==> src/rtl/assert_macros.svh <==
// ---------------------------------------------------------------------------
// Assertion macros
// Shared concurrent assertion forms, clocked on clk and held off in reset.
// ---------------------------------------------------------------------------
`ifndef ASSERT_MACROS_SVH
`define ASSERT_MACROS_SVH

// Same-cycle implication.
`define ASSERT_SAME(label, ante, cons, msg) \
	label: assert property (@(posedge clk) disable iff (!arst_n) (ante) |-> (cons)) \
		else $error(msg);

// Next-cycle implication.
`define ASSERT_NEXT(label, ante, cons, msg) \
	label: assert property (@(posedge clk) disable iff (!arst_n) (ante) |=> (cons)) \
		else $error(msg);

`endif

==> src/rtl/sspr_pkg.sv <==
// ---------------------------------------------------------------------------
// sspr_pkg
// Types, constants and tables of the split-step phase rotation unit.
// ---------------------------------------------------------------------------
`default_nettype none

package sspr_pkg;

	localparam int GRID          = 64;
	localparam int CORDIC_STAGES = 24;

	// Arithmetic right shift of drift results: 3 * floor(log2(GRID)).
	localparam int GRID_SHIFT = 3 * ($clog2(GRID + 1) - 1);

	localparam int IDX_W      = 6;
	localparam int WN_W       = 8;   // wrapped wavenumber, |n| <= 32
	localparam int KSQ_W      = 14;  // sum of three squares, <= 3072
	localparam int CELL_IDX_W = 5;   // up to 32 rotation cells
	localparam int CFG_IDX_W  = 2;

	localparam logic [CFG_IDX_W-1:0] REG_KICK  = CFG_IDX_W'(0);
	localparam logic [CFG_IDX_W-1:0] REG_DRIFT = CFG_IDX_W'(1);

	// Limit gain of the rotation, Q1.30.
	localparam logic signed [31:0] CORDIC_GAIN = 32'sd652032874;

	typedef struct packed {
		logic               valid;
		logic               mode;
		logic signed [31:0] re;
		logic signed [31:0] im;
		logic [1:0]         quad;
		logic signed [31:0] x;
		logic signed [31:0] y;
		logic signed [31:0] z;
	} cordic_t;

	typedef struct packed {
		logic               valid;
		logic signed [31:0] re;
		logic signed [31:0] im;
	} result_t;

	// Arctangent of 2^-i in units of 2^-32 turn.
	function automatic logic signed [31:0] atan_turn(input logic [CELL_IDX_W-1:0] i);
		logic signed [31:0] a;
		case (i)
			5'd0:    a = 32'sd536870912;
			5'd1:    a = 32'sd316933406;
			5'd2:    a = 32'sd167458907;
			5'd3:    a = 32'sd85004756;
			5'd4:    a = 32'sd42667331;
			5'd5:    a = 32'sd21354465;
			5'd6:    a = 32'sd10679838;
			5'd7:    a = 32'sd5340245;
			5'd8:    a = 32'sd2670163;
			5'd9:    a = 32'sd1335087;
			5'd10:   a = 32'sd667544;
			5'd11:   a = 32'sd333772;
			5'd12:   a = 32'sd166886;
			5'd13:   a = 32'sd83443;
			5'd14:   a = 32'sd41722;
			5'd15:   a = 32'sd20861;
			5'd16:   a = 32'sd10430;
			5'd17:   a = 32'sd5215;
			5'd18:   a = 32'sd2608;
			5'd19:   a = 32'sd1304;
			5'd20:   a = 32'sd652;
			5'd21:   a = 32'sd326;
			5'd22:   a = 32'sd163;
			5'd23:   a = 32'sd81;
			5'd24:   a = 32'sd41;
			5'd25:   a = 32'sd20;
			5'd26:   a = 32'sd10;
			5'd27:   a = 32'sd5;
			5'd28:   a = 32'sd3;
			5'd29:   a = 32'sd1;
			5'd30:   a = 32'sd1;
			default: a = 32'sd0;
		endcase
		return a;
	endfunction

	// Wrap a grid index to a signed wavenumber.
	function automatic logic signed [WN_W-1:0] wavenumber(input logic [IDX_W-1:0] idx);
		int v;
		v = int'(idx);
		if (v >= GRID / 2)
			v = v - GRID;
		return WN_W'(v);
	endfunction

endpackage

`default_nettype wire

==> src/rtl/sspr_phase.sv <==
// ---------------------------------------------------------------------------
// sspr_phase
// Front end: registers a request, forms the phase angle and splits it into
// a quadrant and a residual angle for the rotation cells.
// ---------------------------------------------------------------------------
`default_nettype none

module sspr_phase (
	input  wire logic                           clk,
	input  wire logic                           arst_n,
	input  wire logic                           en,
	input  wire logic                           load,
	input  wire logic                           mode,
	input  wire logic signed [31:0]             re_in,
	input  wire logic signed [31:0]             im_in,
	input  wire logic signed [31:0]             potential,
	input  wire logic [sspr_pkg::IDX_W-1:0]     idx_i,
	input  wire logic [sspr_pkg::IDX_W-1:0]     idx_j,
	input  wire logic [sspr_pkg::IDX_W-1:0]     idx_k,
	input  wire logic [31:0]                    kick_coeff,
	input  wire logic [31:0]                    drift_coeff,
	output sspr_pkg::cordic_t                   head
);

	logic signed [sspr_pkg::WN_W-1:0] wn_i, wn_j, wn_k;
	logic signed [15:0]               sq_i, sq_j, sq_k;
	logic [sspr_pkg::KSQ_W-1:0]       ksq_c;

	logic                             valid_s1, mode_s1;
	logic signed [31:0]               re_s1, im_s1, pot_s1;
	logic [sspr_pkg::KSQ_W-1:0]       ksq_s1;

	logic signed [32:0]               op_a, op_b;
	logic signed [65:0]               prod_c;
	logic                             valid_s2, mode_s2;
	logic signed [31:0]               re_s2, im_s2;
	logic [63:0]                      prod_s2;

	logic [63:0]                      neg_c;
	logic [31:0]                      phase_c;
	logic                             valid_s3, mode_s3;
	logic signed [31:0]               re_s3, im_s3, z_s3;
	logic [1:0]                       quad_s3;

	always_comb begin
		wn_i  = sspr_pkg::wavenumber(idx_i);
		wn_j  = sspr_pkg::wavenumber(idx_j);
		wn_k  = sspr_pkg::wavenumber(idx_k);
		sq_i  = 16'(wn_i * wn_i);
		sq_j  = 16'(wn_j * wn_j);
		sq_k  = 16'(wn_k * wn_k);
		ksq_c = sspr_pkg::KSQ_W'(sq_i + sq_j + sq_k);
	end

	// One shared multiplier: unsigned coefficient times potential or kSq.
	always_comb begin
		op_a   = $signed({1'b0, (mode_s1 ? drift_coeff : kick_coeff)});
		op_b   = mode_s1 ? $signed({(33 - sspr_pkg::KSQ_W)'(0), ksq_s1})
		                 : $signed({pot_s1[31], pot_s1});
		prod_c = op_a * op_b;
	end

	// Negate, pick the phase bits; nearest quarter turn is phase[31:30] + phase[29].
	always_comb begin
		neg_c   = 64'(0) - prod_s2;
		phase_c = mode_s2 ? neg_c[31:0] : neg_c[47:16];
	end

	always_ff @(posedge clk or negedge arst_n) begin
		if (!arst_n) begin
			valid_s1 <= 1'b0;
			valid_s2 <= 1'b0;
			valid_s3 <= 1'b0;
		end else if (en) begin
			valid_s1 <= load;
			valid_s2 <= valid_s1;
			valid_s3 <= valid_s2;
		end
	end

	always_ff @(posedge clk) begin
		if (en) begin
			mode_s1 <= mode;
			re_s1   <= re_in;
			im_s1   <= im_in;
			pot_s1  <= potential;
			ksq_s1  <= ksq_c;

			mode_s2 <= mode_s1;
			re_s2   <= re_s1;
			im_s2   <= im_s1;
			prod_s2 <= prod_c[63:0];

			mode_s3 <= mode_s2;
			re_s3   <= re_s2;
			im_s3   <= im_s2;
			quad_s3 <= phase_c[31:30] + {1'b0, phase_c[29]};
			z_s3    <= {{2{phase_c[29]}}, phase_c[29:0]};
		end
	end

	always_comb begin
		head.valid = valid_s3;
		head.mode  = mode_s3;
		head.re    = re_s3;
		head.im    = im_s3;
		head.quad  = quad_s3;
		head.x     = sspr_pkg::CORDIC_GAIN;
		head.y     = 32'sd0;
		head.z     = z_s3;
	end

endmodule

`default_nettype wire

==> config.mk <==
export PLATFORM = sky130hd
export DESIGN_NAME = sspr_phase
export DESIGN_NICKNAME = d
export VERILOG_FILES = /design/src/rtl/assert_macros.svh /design/src/rtl/sspr_pkg.sv /design/src/rtl/sspr_phase.sv
export SDC_FILE = /design/constraint.sdc
export NUM_CORES = 2
export LEC_CHECK = 0
export ABC_AREA = 1
export BUFFER_PORTS_ARGS = -buffer_cell sky130_fd_sc_hd__buf_2
export CAP_MARGIN = 20
export CORE_UTILIZATION = 55
export DETAILED_ROUTE_END_ITERATION = 10
export HOLD_SLACK_MARGIN = 0.12
export MAX_ROUTING_LAYER = met4
export PLACE_DENSITY = 0.74
export SLEW_MARGIN = 20
export SYNTH_ARGS = -nofsm -noshare
export SYNTH_HDL_FRONTEND = slang
export SYNTH_SLANG_ARGS = --single-unit
==> constraint.sdc <==
create_clock -name clk -period 15.8 [get_ports clk]
set_clock_uncertainty 0.1 [all_clocks]
set_input_delay 2.37 -clock clk [delete_from_list [all_inputs] [get_ports clk]]
set_output_delay 2.37 -clock clk [all_outputs]
set_load 0.01 [all_outputs]
==> impl_metrics.yaml <==
critical_path:
  critical_path.startpoint: "mode_s1"
  worst_ep_arrival_time_ps: 10050
  regToRegStartpoint: "mode_s1"
  endpoint_kind: "flop"
  reg2reg_slack_ps: 5980
  required_ps: 16020
  worst_r2r_endpoint: "prod_s2[39]"
  r2r.worst_path.cells: 24
  worst-setup-path-type: "flop to flop"
  worstPathMaxFanout: 35
  cp-start-kind: "flop"
detailed_routing:
  post_drt_via_cell_ratio: 5.29
  detailed_route_wire_length_per_cell_um: 20.5
  drt-pass1-iter-count: 6
  drc_violations_left: 0
  detailedRoute.firstIterationViolations: 2745
  drt.antenna.violating_nets: 0
  drt_wl_total_mm: 131
  num_vias: 33800
place:
  dpl.hpwl_mm: 109
  pre_cts_slack_ps: 5500
  place.port_buffers: 282
  globalplace.congestion: 1.12
clock_tree:
  cts.sink_count: 324
  post_cts_buffers: 0
  clock_path_buffers: 3
  cts.hold.buffers_added: 0
  clkTransAtPathRegs_ps: 60
  cts-buffers-inserted: 38
  tritoncts: "done"
  cts_htree_levels: 2
  clock_insertion_delay_worst_skew_ps: 620
  cts.root.buffer_cell: "sky130_fd_sc_hd__clkbuf_16"
  cts.repair.resized: 0
timing:
  slew-limit-headroom: 0.290
  finalCritPeriodShare: 0.622
  fmaxAchievable_mhz: 102
  transition_time_at_the_pin_with_the_least_slew_margin_ps: 1060
  report.final.slew_viol_count: 0
  worst_slack_ps: 5980
  final_hold_viol_count: 0
  setup-violations-final: 0
  rsz_0062_raised_after_global_routing: "no"
  setup_total_negative_slack_ps: 0
  final.min_clock_period_ps: 9820
cells_and_area:
  final_common_cell: "sky130_fd_sc_hd__inv_1"
  postLayoutCoreUtil: 0.601
  final_nets: 6612
  mostFrequentLayoutCells: "sky130_fd_sc_hd__inv_1, sky130_fd_sc_hd__fa_1, sky130_fd_sc_hd__nand2_1"
  syn2layout_area_growth_pct: 7.76
  drive_gt1_frac: 0.0838
synth:
  synth.avg_cell_area_um2: 9.31
  synth_cell_types: 49
  syn-cell-area_mm2: 0.0467
  synth.yosys.warnings: 0
  synth-seq-area-share: 0.208
  ys_seq_elements: 324
  synth-edff-count: 321
  ys_async_sr_fraction: 0.00926
  yosys_most_used_dff: "sky130_fd_sc_hd__edfxtp_1"
  postSynthCellCount: 5019
global_routing:
  grt_usage: 0.322
  number_of_global_route_vias_before_repair: 35800
  grt_max_degree: 112
  grt_antenna_before_repair: 4
  groute.layer.met3.usage: 0.0832
  grt-busiest-layer: "met2"
  met2_usage: 0.512
  grt_pass1_wl_mm: 201
  m1_gr_usage: 0.396
  grt_remaining_overflow: 0
worst_hold_path:
  hp-start: "im_s2[23]"
  whs_path_depth: 0
  timing.hold.worst_endpoint: "im_s3[23]"
  hold_path_class: "flop to flop"
die:
  boundary_pin_count: 347
  coreArea_mm2: 0.0838
  rows: 106
  die_width_um: 293
  start_util: 0.557
  design.die.area_mm2: 0.0861
  die_h_um: 293
run_status:
  status: "complete, no violations"
flow_run:
  drv_cap: 0
critical path, cell delays in order (launching register included):
cell and delay [ps]:
sky130_fd_sc_hd__edfxtp_1 910, sky130_fd_sc_hd__inv_4 350, sky130_fd_sc_hd__nand2_1 720, sky130_fd_sc_hd__clkinv_1 1020, sky130_fd_sc_hd__nand2_1 410, sky130_fd_sc_hd__fa_1 480
sky130_fd_sc_hd__fa_1 490, sky130_fd_sc_hd__fa_1 570, sky130_fd_sc_hd__inv_1 60, sky130_fd_sc_hd__fa_1 490, sky130_fd_sc_hd__fa_1 580, sky130_fd_sc_hd__fa_1 430
sky130_fd_sc_hd__fa_1 490, sky130_fd_sc_hd__inv_1 50, sky130_fd_sc_hd__fa_1 470, sky130_fd_sc_hd__inv_1 40, sky130_fd_sc_hd__ha_1 390, sky130_fd_sc_hd__nand2_1 140
sky130_fd_sc_hd__nor2_1 160, sky130_fd_sc_hd__inv_1 90, sky130_fd_sc_hd__nor2_1 140, sky130_fd_sc_hd__nand3_1 120, sky130_fd_sc_hd__o21ai_0 490, sky130_fd_sc_hd__a21oi_1 160
sky130_fd_sc_hd__xnor2_1 150
stage by stage:
step                std cells  hold WS (ps)  area [um2]
global placement         6313           300       48900
finish                   6386           315       50300
floorplan                5082           300       47000
detailed placement       6313           305       48900
global route             6385           317       50300
CTS                      6381           317       50300
layout make-up:
cell class                 instances  area [um2]
antenna                            4        10.0
clock buffer                      42         987
clock inverter                    26         384
fill                            7393       33500
inverter                        1315        4940
multi-input combinational       3225       31200
sequential                       324        9710
tap                             1134        1420
timing repair buffer             316        1700
synthesized netlist by cell type (40+ instances only):
cell type	n	area share
sky130_fd_sc_hd__inv_1	1296	0.10
sky130_fd_sc_hd__fa_1	940	0.40
sky130_fd_sc_hd__nand2_1	833	0.067
sky130_fd_sc_hd__nor2_1	606	0.049
sky130_fd_sc_hd__edfxtp_1	321	0.21
sky130_fd_sc_hd__ha_1	269	0.072
sky130_fd_sc_hd__clkbuf_1	106	0.0085
sky130_fd_sc_hd__xor2_1	81	0.015
sky130_fd_sc_hd__nand3_1	80	0.0086
sky130_fd_sc_hd__a21oi_1	71	0.0076
sky130_fd_sc_hd__buf_4	69	0.011
sky130_fd_sc_hd__o21ai_0	60	0.0064
sky130_fd_sc_hd__buf_2	40	0.0043
metal layers:
layer  share of wire  vias to the layer above
met5               0                        -
met4           0.045                        0
met3            0.10                      371
met2            0.47                     1659
met1            0.38                    16800
li1                -                    15000
kinds of logic after synthesis:
family | synth area share
compound gates | 0.0266
other cells | 0.000161
flops | 0.208
buf+inv | 0.130
fa+ha+maj | 0.475
simple gates | 0.139
xor+xnor | 0.0210
mux | 0.000241
flip-flops by register name (all words and copies together), names as in the netlist:
register / cells
im_s2: 32
valid_s1: 1
valid_s2: 1
prod_s2: 48
re_s2: 32
pot_s1: 32
mode_s1: 1
re_s3: 32
z_s3: 30
valid_s3: 1
im_s1: 32
quad_s3: 2
im_s3: 32
ksq_s1: 14
re_s1: 32
mode_s3: 1
mode_s2: 1
worst max-delay path by stage:
stage,endpoint,slack (ps),cells past startpoint
after detailed placement,prod_s2[39],5500,25
after global placement,prod_s2[39],5450,27
after floorplan,prod_s2[39],6780,28
after CTS,prod_s2[39],6050,24
after global routing,prod_s2[39],5400,24
final,prod_s2[39],5980,24
Power is not shown: default switching activity piles up to over one toggle a cycle in this logic, so the estimate is an artifact.
